$ cat src/rtl/amm_pkg.sv
package amm_pkg;

	localparam int SampleW = 16;
	localparam int SlopeW = 31;
	localparam int ScaleW = 15;
	localparam int PhaseW = 3;
	localparam int ModeW = 4;

	localparam logic [SlopeW-1:0] SlopeOne = 31'd65536;

	localparam logic [ModeW-1:0] MODE_TEACH_CENTER = 4'd0;
	localparam logic [ModeW-1:0] MODE_TEACH_GLOBAL = 4'd1;
	localparam logic [ModeW-1:0] MODE_TEACH_BAL = 4'd2;
	localparam logic [ModeW-1:0] MODE_ADJ_GLOBAL = 4'd3;
	localparam logic [ModeW-1:0] MODE_ADJ_BAL = 4'd4;
	localparam logic [ModeW-1:0] MODE_ADJ_CLAMP = 4'd5;
	localparam logic [ModeW-1:0] MODE_CENTER_DONE = 4'd6;
	localparam logic [ModeW-1:0] MODE_EXTREMA_DONE = 4'd7;
	localparam logic [ModeW-1:0] MODE_CLEAR = 4'd8;

	localparam logic [PhaseW-1:0] PH_NONE = 3'd0;
	localparam logic [PhaseW-1:0] PH_CLEARED = 3'd1;
	localparam logic [PhaseW-1:0] PH_CPOINT = 3'd2;
	localparam logic [PhaseW-1:0] PH_CFIELD = 3'd3;
	localparam logic [PhaseW-1:0] PH_EXTREMAS = 3'd4;
	localparam logic [PhaseW-1:0] PH_CALIB = 3'd5;

	localparam logic [1:0] CFG_MAX_SCALE = 2'd0;
	localparam logic [1:0] CFG_CLAMP_POS = 2'd1;
	localparam logic [1:0] CFG_CLAMP_NEG = 2'd2;

	typedef struct packed {
		logic update;
		logic div_start;
		logic div_sel_neg;
		logic finish;
	} amm_cmd_t;

	typedef struct packed {
		logic div_busy;
		logic div_done;
	} amm_status_t;

endpackage

$ cat src/rtl/axis_min_max_calibrator.sv
// Adjust, event and clear transactions pass through S_FINISH and S_OUT before out_valid.
// Teach global and teach balanced also wait on the 32-step radix-2 slope divider, which
// runs once per slope (two for teach balanced) whenever that slope's span is positive.
// One transaction is in flight at a time; the next is accepted as the result is taken.
// Reset (arst_n, asynchronous, active low) restores all calibration and config state.
module axis_min_max_calibrator (
	input  logic               clk,
	input  logic               arst_n,
	input  logic               cfg_we,
	input  logic [1:0]         cfg_index,
	input  logic [15:0]        cfg_data,
	input  logic               in_valid,
	output logic               in_ready,
	input  logic [3:0]         mode,
	input  logic signed [15:0] raw_sample,
	output logic               out_valid,
	input  logic               out_ready,
	output logic signed [15:0] final_value,
	output logic [2:0]         calib_state,
	output logic               event_taken
);

	logic [14:0] max_scale_q;
	logic signed [15:0] clamp_pos_q, clamp_neg_q;
	amm_pkg::amm_cmd_t cmd;
	amm_pkg::amm_status_t status;

	always_ff @(posedge clk or negedge arst_n) begin
		if (!arst_n) begin
			max_scale_q <= 15'd32767;
			clamp_pos_q <= 16'sd32767;
			clamp_neg_q <= -16'sd32768;
		end else if (cfg_we) begin
			unique case (cfg_index)
				amm_pkg::CFG_MAX_SCALE: max_scale_q <= cfg_data[14:0];
				amm_pkg::CFG_CLAMP_POS: clamp_pos_q <= cfg_data;
				amm_pkg::CFG_CLAMP_NEG: clamp_neg_q <= cfg_data;
				default: begin
				end
			endcase
		end
	end

	amm_ctrl u_ctrl (
		.clk(clk), .arst_n(arst_n), .in_valid(in_valid), .in_ready(in_ready),
		.mode(mode), .out_valid(out_valid), .out_ready(out_ready),
		.cmd(cmd), .status(status)
	);

	amm_datapath u_dp (
		.clk(clk), .arst_n(arst_n), .cmd(cmd), .status(status), .mode(mode),
		.raw_sample(raw_sample), .max_scale(max_scale_q), .clamp_pos(clamp_pos_q),
		.clamp_neg(clamp_neg_q), .final_value(final_value),
		.calib_state(calib_state), .event_taken(event_taken)
	);

endmodule

$ cat src/rtl/amm_divider.sv
module amm_divider (
	input  logic        clk,
	input  logic        arst_n,
	input  logic        start,
	input  logic [31:0] dividend,
	input  logic [16:0] divisor,
	output logic        busy,
	output logic        done,
	output logic [31:0] quotient
);

	logic [31:0] quo_q;
	logic [17:0] rem_q;
	logic [16:0] div_q;
	logic [5:0]  cnt_q;
	logic        busy_q;
	logic        done_q;
	logic [17:0] trial;
	logic [18:0] diff;

	assign trial = {rem_q[16:0], quo_q[31]};
	assign diff = {1'b0, trial} - {2'b00, div_q};

	always_ff @(posedge clk or negedge arst_n) begin
		if (!arst_n) begin
			busy_q <= 1'b0;
			done_q <= 1'b0;
			cnt_q <= '0;
		end else begin
			done_q <= 1'b0;
			if (start) begin
				busy_q <= 1'b1;
				cnt_q <= 6'd32;
			end else if (busy_q) begin
				cnt_q <= cnt_q - 6'd1;
				if (cnt_q == 6'd1) begin
					busy_q <= 1'b0;
					done_q <= 1'b1;
				end
			end
		end
	end

	always_ff @(posedge clk) begin
		if (start) begin
			quo_q <= dividend;
			rem_q <= '0;
			div_q <= divisor;
		end else if (busy_q) begin
			if (!diff[18]) begin
				rem_q <= diff[17:0];
				quo_q <= {quo_q[30:0], 1'b1};
			end else begin
				rem_q <= trial;
				quo_q <= {quo_q[30:0], 1'b0};
			end
		end
	end

	assign busy = busy_q;
	assign done = done_q;
	assign quotient = quo_q;

endmodule

$ cat src/rtl/amm_datapath.sv
module amm_datapath (
	input  logic                  clk,
	input  logic                  arst_n,
	input  amm_pkg::amm_cmd_t     cmd,
	output amm_pkg::amm_status_t  status,
	input  logic [3:0]            mode,
	input  logic signed [15:0]    raw_sample,
	input  logic [14:0]           max_scale,
	input  logic signed [15:0]    clamp_pos,
	input  logic signed [15:0]    clamp_neg,
	output logic signed [15:0]    final_value,
	output logic [2:0]            calib_state,
	output logic                  event_taken
);

	logic signed [15:0] cmax_q, cmin_q, cpoint_q, smax_q, smin_q, zoff_q, last_q;
	logic [30:0] spos_q, sneg_q;
	logic [2:0] phase_q;
	logic taken_q;
	logic [3:0] mode_q;
	logic signed [15:0] raw_q;

	logic signed [15:0] n_cmax, n_cmin, n_zoff;
	logic signed [16:0] span_d, pos_d, neg_d;
	logic signed [16:0] den;
	logic [31:0] numer;
	logic div_busy, div_done;
	logic [31:0] quo;
	logic [30:0] slope_res;

	logic signed [16:0] adj_diff;
	logic [30:0] adj_slope;
	logic [15:0] adj_mag;
	logic [46:0] prod;
	logic [15:0] ptr;
	logic signed [15:0] mres;
	logic bal_pos;

	always_comb begin
		n_zoff = 16'((17'(smax_q) + 17'(smin_q)) / 17'sd2);
		span_d = 17'(smax_q) - 17'(smin_q);
		pos_d = 17'(smax_q) - 17'(cpoint_q);
		neg_d = 17'(cpoint_q) - 17'(smin_q);
		n_cmax = (raw_sample > cmax_q) ? raw_sample : cmax_q;
		n_cmin = (raw_sample < cmin_q) ? raw_sample : cmin_q;
	end

	always_comb begin
		if (mode_q == amm_pkg::MODE_TEACH_GLOBAL) begin
			den = span_d;
			numer = {1'b0, max_scale, 16'd0};
		end else begin
			den = cmd.div_sel_neg ? neg_d : pos_d;
			numer = {2'b00, max_scale, 15'd0};
		end
	end

	amm_divider u_div (
		.clk(clk), .arst_n(arst_n), .start(cmd.div_start && den > 0),
		.dividend(numer), .divisor(den[16:0]), .busy(div_busy),
		.done(div_done), .quotient(quo)
	);

	assign slope_res = quo[30:0];
	assign status.div_busy = div_busy;
	assign status.div_done = div_done;

	always_comb begin
		bal_pos = raw_q > cpoint_q;
		if (mode_q == amm_pkg::MODE_TEACH_GLOBAL) begin
			adj_diff = 17'(raw_q) - 17'(n_zoff);
			adj_slope = spos_q;
		end else if (mode_q == amm_pkg::MODE_ADJ_GLOBAL) begin
			adj_diff = 17'(raw_q) - 17'(zoff_q);
			adj_slope = spos_q;
		end else begin
			adj_diff = 17'(raw_q) - 17'(cpoint_q);
			adj_slope = bal_pos ? spos_q : sneg_q;
		end
		adj_mag = adj_diff[16] ? 16'(-adj_diff) : adj_diff[15:0];
		prod = 47'(adj_mag) * 47'(adj_slope);
		ptr = prod[31:16];
		mres = adj_diff[16] ? -$signed(ptr) : $signed(ptr);
	end

	always_ff @(posedge clk or negedge arst_n) begin
		if (!arst_n) begin
			cmax_q <= -16'sd32768; cmin_q <= 16'sd32767; cpoint_q <= '0;
			smax_q <= -16'sd32768; smin_q <= 16'sd32767; zoff_q <= '0;
			spos_q <= amm_pkg::SlopeOne; sneg_q <= amm_pkg::SlopeOne;
			last_q <= '0; phase_q <= amm_pkg::PH_NONE; taken_q <= 1'b0;
			mode_q <= '0; raw_q <= '0;
		end else begin
			if (cmd.update) begin
				mode_q <= mode;
				raw_q <= raw_sample;
				taken_q <= 1'b0;
				unique case (mode)
					amm_pkg::MODE_TEACH_CENTER: begin
						cmax_q <= n_cmax;
						cmin_q <= n_cmin;
						cpoint_q <= n_cmax / 16'sd2 + n_cmin / 16'sd2;
						smax_q <= (n_cmax > smax_q) ? n_cmax : smax_q;
						smin_q <= (n_cmin < smin_q) ? n_cmin : smin_q;
					end
					amm_pkg::MODE_TEACH_GLOBAL, amm_pkg::MODE_TEACH_BAL: begin
						smax_q <= (raw_sample > smax_q) ? raw_sample : smax_q;
						smin_q <= (raw_sample < smin_q) ? raw_sample : smin_q;
					end
					amm_pkg::MODE_CENTER_DONE: begin
						if (phase_q == amm_pkg::PH_CFIELD) begin
							phase_q <= amm_pkg::PH_EXTREMAS; taken_q <= 1'b1;
						end
					end
					amm_pkg::MODE_EXTREMA_DONE: begin
						if (phase_q == amm_pkg::PH_EXTREMAS) begin
							phase_q <= amm_pkg::PH_CALIB; taken_q <= 1'b1;
						end
					end
					amm_pkg::MODE_CLEAR: begin
						cmax_q <= -16'sd32768; cmin_q <= 16'sd32767; cpoint_q <= '0;
						smax_q <= -16'sd32768; smin_q <= 16'sd32767; zoff_q <= '0;
						spos_q <= amm_pkg::SlopeOne; sneg_q <= amm_pkg::SlopeOne;
						last_q <= '0; phase_q <= amm_pkg::PH_CLEARED;
					end
					default: begin
					end
				endcase
			end
			if (cmd.div_start) begin
				if (den <= 0) begin
					if (cmd.div_sel_neg) sneg_q <= amm_pkg::SlopeOne;
					else spos_q <= amm_pkg::SlopeOne;
				end
			end
			if (div_done) begin
				if (cmd.div_sel_neg) sneg_q <= slope_res;
				else spos_q <= slope_res;
			end
			if (cmd.finish) begin
				unique case (mode_q)
					amm_pkg::MODE_TEACH_CENTER, amm_pkg::MODE_TEACH_GLOBAL: begin
						zoff_q <= n_zoff;
						if (mode_q == amm_pkg::MODE_TEACH_GLOBAL) last_q <= mres;
						if (phase_q == amm_pkg::PH_CLEARED) phase_q <= amm_pkg::PH_CPOINT;
						else if (phase_q == amm_pkg::PH_CPOINT) phase_q <= amm_pkg::PH_CFIELD;
					end
					amm_pkg::MODE_TEACH_BAL: begin
						last_q <= mres;
						if (phase_q == amm_pkg::PH_CPOINT || phase_q == amm_pkg::PH_CFIELD)
							phase_q <= amm_pkg::PH_EXTREMAS;
					end
					amm_pkg::MODE_ADJ_GLOBAL, amm_pkg::MODE_ADJ_BAL: last_q <= mres;
					amm_pkg::MODE_ADJ_CLAMP: begin
						if (bal_pos) last_q <= (mres < -16'sd1 || mres > clamp_pos) ? clamp_pos : mres;
						else last_q <= (mres > 16'sd1 || mres < clamp_neg) ? clamp_neg : mres;
					end
					default: begin
					end
				endcase
			end
		end
	end

	assign final_value = last_q;
	assign calib_state = phase_q;
	assign event_taken = taken_q;

endmodule

$ cat src/rtl/amm_ctrl.sv
module amm_ctrl (
	input  logic                 clk,
	input  logic                 arst_n,
	input  logic                 in_valid,
	output logic                 in_ready,
	input  logic [3:0]           mode,
	output logic                 out_valid,
	input  logic                 out_ready,
	output amm_pkg::amm_cmd_t    cmd,
	input  amm_pkg::amm_status_t status
);

	typedef enum logic [2:0] {
		S_IDLE, S_DIV_POS, S_WAIT_POS, S_DIV_NEG, S_WAIT_NEG, S_FINISH, S_OUT
	} state_t;

	state_t state_q;
	logic [3:0] mode_q;
	logic valid_q;
	logic accept;

	assign in_ready = (state_q == S_IDLE) && (!valid_q || out_ready);
	assign accept = in_valid && in_ready;
	assign out_valid = valid_q;

	always_comb begin
		cmd.update = accept;
		cmd.div_start = (state_q == S_DIV_POS) || (state_q == S_DIV_NEG);
		cmd.div_sel_neg = (state_q == S_DIV_NEG) || (state_q == S_WAIT_NEG);
		cmd.finish = (state_q == S_FINISH);
	end

	always_ff @(posedge clk or negedge arst_n) begin
		if (!arst_n) begin
			state_q <= S_IDLE;
			mode_q <= '0;
			valid_q <= 1'b0;
		end else begin
			if (valid_q && out_ready) valid_q <= 1'b0;
			unique case (state_q)
				S_IDLE: begin
					if (accept) begin
						mode_q <= mode;
						if (mode == amm_pkg::MODE_TEACH_GLOBAL || mode == amm_pkg::MODE_TEACH_BAL)
							state_q <= S_DIV_POS;
						else
							state_q <= S_FINISH;
					end
				end
				S_DIV_POS: state_q <= S_WAIT_POS;
				S_WAIT_POS: begin
					if (!status.div_busy) begin
						if (mode_q == amm_pkg::MODE_TEACH_BAL) state_q <= S_DIV_NEG;
						else state_q <= S_FINISH;
					end
				end
				S_DIV_NEG: state_q <= S_WAIT_NEG;
				S_WAIT_NEG: if (!status.div_busy) state_q <= S_FINISH;
				S_FINISH: state_q <= S_OUT;
				S_OUT: begin
					valid_q <= 1'b1;
					state_q <= S_IDLE;
				end
				default: state_q <= S_IDLE;
			endcase
		end
	end

	a_div_only_when_busy: assert property (@(posedge clk) disable iff (!arst_n)
		status.div_done |-> $past(status.div_busy)) else $error("spurious divide done");
	a_no_accept_busy: assert property (@(posedge clk) disable iff (!arst_n)
		accept |-> state_q == S_IDLE) else $error("accept outside idle");
	a_out_after_finish: assert property (@(posedge clk) disable iff (!arst_n)
		$rose(valid_q) |-> $past(state_q == S_OUT)) else $error("result without finish");

endmodule

$ cat config.mk
export PLATFORM = sky130hd
export DESIGN_NAME = axis_min_max_calibrator
export DESIGN_NICKNAME = d
export VERILOG_FILES = /design/src/rtl/amm_pkg.sv /design/src/rtl/axis_min_max_calibrator.sv /design/src/rtl/amm_divider.sv /design/src/rtl/amm_datapath.sv /design/src/rtl/amm_ctrl.sv
export SDC_FILE = /design/constraint.sdc
export NUM_CORES = 2
export LEC_CHECK = 0
export ABC_CLOCK_PERIOD_IN_PS = 21900
export BUFFER_PORTS_ARGS = -buffer_cell sky130_fd_sc_hd__buf_2
export CAP_MARGIN = 40
export CORE_UTILIZATION = 55
export CTS_CLUSTER_SIZE = 30
export DETAILED_ROUTE_END_ITERATION = 8
export PLACE_DENSITY = 0.67
export SYNTH_ARGS = -nofsm -noshare
export SYNTH_HDL_FRONTEND = slang
export SYNTH_HIERARCHICAL = 1
export SYNTH_SLANG_ARGS = --single-unit
$ cat constraint.sdc
create_clock -name clk -period 21.9 [get_ports clk]
set_input_delay 4.38 -clock clk [delete_from_list [all_inputs] [get_ports clk]]
set_output_delay 4.38 -clock clk [all_outputs]
set_load 0.01 [all_outputs]
# Word-level counts from Yosys, hierarchy flattened
# Index checks and enable logic that the tools add are counted.
classes:
  add_sub_neg: 15
  multipliers: 1
  magnitude_cmp: 13
  n_eq_ne: 31
  muxes: 79
  bitwise: 3
  n_reduce_logical: 31
ops:
  columns: ["cell", "n"]
  rows:
  - ["$mux W31", 18]
  - ["$mux W16", 19]
  - ["$pmux W16 S3", 3]
  - ["$sub A16 B16 Y17", 6]
  - ["$pmux W16 S2", 3]
  - ["$mux W17", 5]
  - ["$gt A16 B16 Y1", 5]
  - ["$lt A16 B16 Y1", 4]
  - ["$mux W32", 2]
  - ["$add A16 B1 Y16", 3]
  - ["$mux W3", 12]
  - ["$mul A16 B31 Y32", 1]
  - ["$neg A16 Y16", 2]
  - ["$sub A18 B17 Y19", 1]
  - ["$pmux W3 S6", 1]
  - ["$add A16 B16 Y17", 1]
  - ["$gt A17 B1 Y1 const B", 1]
  - ["$le A17 B1 Y1 const B", 1]
  - ["$add A16 B16 Y16", 1]
  - ["$eq A4 B2 Y1 const B", 4]
  - ["$eq A4 B3 Y1 const B", 4]
  - ["$gt A16 B2 Y1 const B", 1]
  - ["$lt A16 B1 Y1 const B", 1]
  - ["$eq A3 B2 Y1 const B", 4]
  - ["other kinds (29)", 70]
totals:
  reg_bits: 327
  in_bits: 43
  out_inout_bits: 22
  word_cells: 198

# Depth between registers and ports, before layout
logic_depth:
  word_depth: 16
  ltp_mapped: 85
  depth_no_buf: 80

# Hierarchy
# Netlist, hierarchy kept.
modules_own_cells:
  columns: ["mod", "instances", "cells_per_inst", "area_per_inst_um2", "seq_area_each_um2"]
  rows:
  - ["amm_datapath", 1, 3935, 32512.4, 4997.3]
  - ["amm_divider", 1, 323, 3871.2, 2011.9]
  - ["axis_min_max_calibrator", 1, 100, 1818.0, 1214.9]
  - ["amm_ctrl", 1, 38, 447.9, 200.2]

# Worst setup path before layout
# No wires, ideal clock.
synth_path:
  path_type: "register to register"
  start: "reg u_dp.smax_q[0]"
  end: "reg u_dp.last_q[7], in the netlist u_dp/final_value[7]"
  setup_ps: 87
  t_arrival_ps: 17187
  required_ps: 21813
  slack_ps: 4626
  path_stages_with_launch: 79
  path_buffers: 6
  period_less_slack_ps: 17274
  cell_sequence: "dfrtp_1 -> ha_1 -> fa_1 -> nor2b_1 -> o211ai_1 -> a211oi_1 -> o31a_1 -> a21oi_1 -> o21bai_1 -> a21oi_1 -> o21bai_1 -> a2111oi_0 -> a21oi_1 -> nor2_1 -> ha_1 -> nand3_1 -> mux2i_2 -> nand2_1 -> [... 43 more ...] -> ha_1 -> a21o_1 -> a21oi_1 -> nor2b_1 -> o21ai_0 -> nand2b_1 -> a21oi_1 -> a21boi_0 -> o41ai_1 -> and4_1 -> nand4_1 -> nor4bb_1 -> and4_4 -> a21oi_4 -> buf_2 -> a31oi_1 -> o221ai_1 -> a22oi_1"
synth_via:
  elab_chain_cells: 16
  word_cells_on_any_way: 22
  classes_between: "5 x add/sub; 1 x mul; 4 x order compare; 9 x mux; 1 x bitwise; 2 x reduce/logical"
synth_lines:
  columns: ["item", "line", "source"]
  rows:
  - ["start: declaration", "amm_datapath.sv:16", "logic signed [15:0] cmax_q, cmin_q, cpoint_q, smax_q, smin_q, zoff_q, last_q;"]
  - ["start signal: assignment", "amm_datapath.sv:103", "smax_q <= (n_cmax > smax_q) ? n_cmax : smax_q;"]
  - ["start signal: assignment", "amm_datapath.sv:107", "smax_q <= (raw_sample > smax_q) ? raw_sample : smax_q;"]
  - ["$add A16 B16 Y17 *", "amm_datapath.sv:40", "n_zoff = 16'((17'(smax_q) + 17'(smin_q)) / 17'sd2);"]
  - ["$and A1 B1 Y1 (no source line)", null, null]
  - ["$add A16 B1 Y16 (no source line) *", null, null]
  - ["$sub A16 B16 Y17 *", "amm_datapath.sv:71", "adj_diff = 17'(raw_q) - 17'(n_zoff);"]
  - ["$mux W17 *", "amm_datapath.sv:70", "if (mode_q == amm_pkg::MODE_TEACH_GLOBAL) begin"]
  - ["$neg A16 Y16", "amm_datapath.sv:80", "adj_mag = adj_diff[16] ? 16'(-adj_diff) : adj_diff[15:0];"]
  - ["$mux W16", "amm_datapath.sv:80", null]
  - ["$mul A16 B31 Y32", "amm_datapath.sv:81", "prod = 47'(adj_mag) * 47'(adj_slope);"]
  - ["$neg A16 Y16", "amm_datapath.sv:83", "mres = adj_diff[16] ? -$signed(ptr) : $signed(ptr);"]
  - ["$mux W16 *", "amm_datapath.sv:83", null]
  - ["$gt A16 B2 Y1 (tied with other cells)", "amm_datapath.sv:156", "else last_q <= (mres > 16'sd1 || mres < clamp_neg) ? clamp_neg : mres;"]
  - ["$logic_or A1 B1 Y1 (on tied branches)", "amm_datapath.sv:156, amm_datapath.sv:155", null]
  - ["$mux W16 (on tied branches)", "amm_datapath.sv:156, amm_datapath.sv:155", null]
  - ["$mux W16", "amm_datapath.sv:155", "if (bal_pos) last_q <= (mres < -16'sd1 || mres > clamp_pos) ? clamp_pos : mres;"]
  - ["$pmux W16 S3 *", "amm_datapath.sv:141", "unique case (mode_q)"]
  - ["$mux W16 *", "amm_datapath.sv:140", "if (cmd.finish) begin"]
  - ["end signal: assignment", "amm_datapath.sv:144", "if (mode_q == amm_pkg::MODE_TEACH_GLOBAL) last_q <= mres;"]
  - ["end signal: assignment", "amm_datapath.sv:155", null]
  - ["end signal: assignment", "amm_datapath.sv:156", null]
  - ["end: declaration", "amm_datapath.sv:16", null]
# Every way passes the cells marked *; elsewhere a longest branch is shown, timed or not.
# A chain may end at the register's enable or synchronous reset.

# Worst setup path after layout
layout_path:
  start: "reg u_dp.smax_q[0]"
  end: "reg u_dp.last_q[6], in the netlist u_dp/final_value[6]"
# Same word-level chain as after synthesis.

==> key figures <==
Clock network
  • H-tree levels: 2
  • Clk_lat worst skew: around 0.60 ns
  • # resized after CTS: 0
  • CTS Buffer Depth: 3
  • CTS tree: yes
  • Cts bufs inserted: 41
  • Root Driver: clkbuf_16
  • Clock Sinks: roughly 330
  • # hold bufs at CTS: 0
  • Post-CTS setup buffer count: 0
  • Reg clk slew, reported paths: 0.06 ns

Layout
  • Post-Layout Inst Area: 41570 sq um
  • Ant. Diodes: 0
  • Fillers: roughly 6100
  • Most common cell after layout, fill and taps aside: inv_1
  • Final Net Count: roughly 5000
  • Area growth syn-to-layout: 7.577%
  • Layout cells sized above 1: 0.1146
  • Commonest non-fill, non-tap cells in the layout: inv_1 (628), nand2_1 (504), ha_1 (346)

Min path
  • Hold WC Path Type: flop to flop
  • Hold_sp: u_dp/zoff_q[5]

Route
  • Final ANT Viol Nets: 0
  • TritonRoute pass-1 iters: 7
  • WL final: around 110 mm
  • Remaining DRCs: 0
  • Drt wl/cell: between 20 and 25 microns
  • DRT iter0 DRCs: ~3000
  • Via count: 32300
  • Via-per-instance ratio: about 6.0

Global routing
  • First-pass GRT wire length: 182.0 mm
  • Initial antenna violation count: 3
  • GR Overflow Total: 0
  • Vias in the first global route: between 30000 and 40000
  • GRT Overall Usage: 0.3286
  • Largest net degree at the start of global routing: 77

STA
  • Setup-failing EPs final: 0
  • Final count of pins violating max slew: 0
  • Worst Tran Pin Value: a little over 1 ns
  • Worst setup margin: ~1.8 ns
  • Final period utilization: 0.9163
  • Fmax: between 40 and 50 MHz
  • Hold Fails Final Rpt: 0
  • Normalized max-slew margin: 0.3083
  • RSZ-0062 raised after global routing: false
  • Min Tclk post-route: 20.07 ns
  • Layout Skew: about 0.021 ns
  • Setup_tns: 0 ns

Synth
  • Post-Synthesis Cells: approximately 4400
  • Mapped Avg Cell Area: 8.792 sq um
  • Mapped cell area: between 30000 and 40000 sq um
  • Synth Warn #: 6

Placed design
  • Post-DP HPWL: ~89 mm
  • DP Area: 40160 sq um
  • PortBufs: 64
  • Post-Place Worst Slack: around 2.4 ns
  • Final Wtd Congestion: 0.9504

Worst setup path
  • Worst R2R Start: u_dp/smax_q[0]
  • CP Capture Type: flop
  • Most frequent CP cell: fa_1
  • Critical path startpoint category: flop
  • Slowest CP cell: a2111oi_0
  • Critical Path Fanout Max: 21
  • Critical Path AT: slightly above 20 ns
  • Worst Setup SP: u_dp/smax_q[0]
  • WP data required: 22.41 ns
  • CP Class: flop to flop
  • Slowest cell delay on critical path: approximately 0.66 ns

Outcome
  • Status: finished clean

Die
  • Die Wd: about 270 microns
  • I/O pin cnt: 65
  • Row count: 96
  • Core area: about 70000 sq um
  • Die height: about 270 microns
  • Starting Density: 0.5595
  • Die area: a little over 70000 sq um

Flow run
  • Total of max-cap violations: 0
-- layout make-up --
type	instances	area (sq um)	area share
clock buffers	59	1184	0.02847
clock inverters	17	225.2	0.005418
inverters	632	2375	0.05713
multi-input cells	3285	27340	0.6577
flip-flops and latches	327	8424	0.2027
well taps	931	1165	0.02802
repair buffers	129	858.3	0.02065
-- registers in the layout, summed over array words and instances, names as in the netlist, 4 cells and up --
| name | flops |
|---|---|
| clamp_pos_q | 16 |
| u_ctrl/mode_q | 4 |
| u_dp/raw_q | 16 |
| u_dp/zoff_q | 16 |
| u_dp/smax_q | 16 |
| clamp_neg_q | 16 |
| u_dp/mode_q | 4 |
| u_dp/smin_q | 16 |
| u_dp/cmax_q | 16 |
| u_dp/u_div/quotient | 32 |
| u_dp/final_value | 16 |
| u_dp/spos_q | 31 |
| u_dp/sneg_q | 31 |
| u_dp/cpoint_q | 16 |
| max_scale_q | 15 |
| u_dp/u_div/rem_q | 17 |
| u_dp/u_div/div_q | 17 |
| u_dp/cmin_q | 16 |
| u_dp/u_div/cnt_q | 6 |
-- stage by stage --
stage	util	cells	hold slack, ns
after floorplan	-	4410	0.4433
after global placement	0.5797	5293	0.4610
after detailed placement	0.5815	5304	0.4681
after CTS	0.6019	5380	0.4794
after global routing	0.6019	5380	0.4855
final	0.6019	5380	0.4792
-- critical path, delay by kind of cell (launching register included) --
| family | cells | cell delay [ns] |
|---|---|---|
| and+or+nand+nor | 20 | 4.32 |
| adders and majority gates | 12 | 5.23 |
| buffers and inverters | 6 | 0.90 |
| AOI/OAI and AO/OA | 29 | 7.46 |
| xor gates and xnor gates | 3 | 1.09 |
| DFF | 1 | 0.43 |
| muxes | 2 | 0.53 |
-- final timing paths --
check / cells past startpoint / slack [ns] / to
worst min register to register: 2 / 0.48 / u_dp/zoff_q[5]
worst max-delay path: 72 / 1.83 / u_dp/final_value[6]
worst min-delay path: 2 / 0.48 / u_dp/zoff_q[5]
max in group asynchronous: 3 / 16.01 / clamp_neg_q[10]
min in group asynchronous: 1 / 3.80 / u_dp/u_div/cnt_q[2]
worst max register to register: 72 / 1.83 / u_dp/final_value[6]
-- routing by layer --
metal  track usage  routed length (microns)  up-vias
met5             0                        6        -
met4       0.08760                     3134        2
met3       0.04901                     9572      193
met2        0.4945                    49300     1314
met1        0.4908                    52580    15770
li1              -                        -    15030
Power is left out: the tool's default activity adds up to more than one toggle a clock period on the data nets, which glitch-free logic cannot reach.
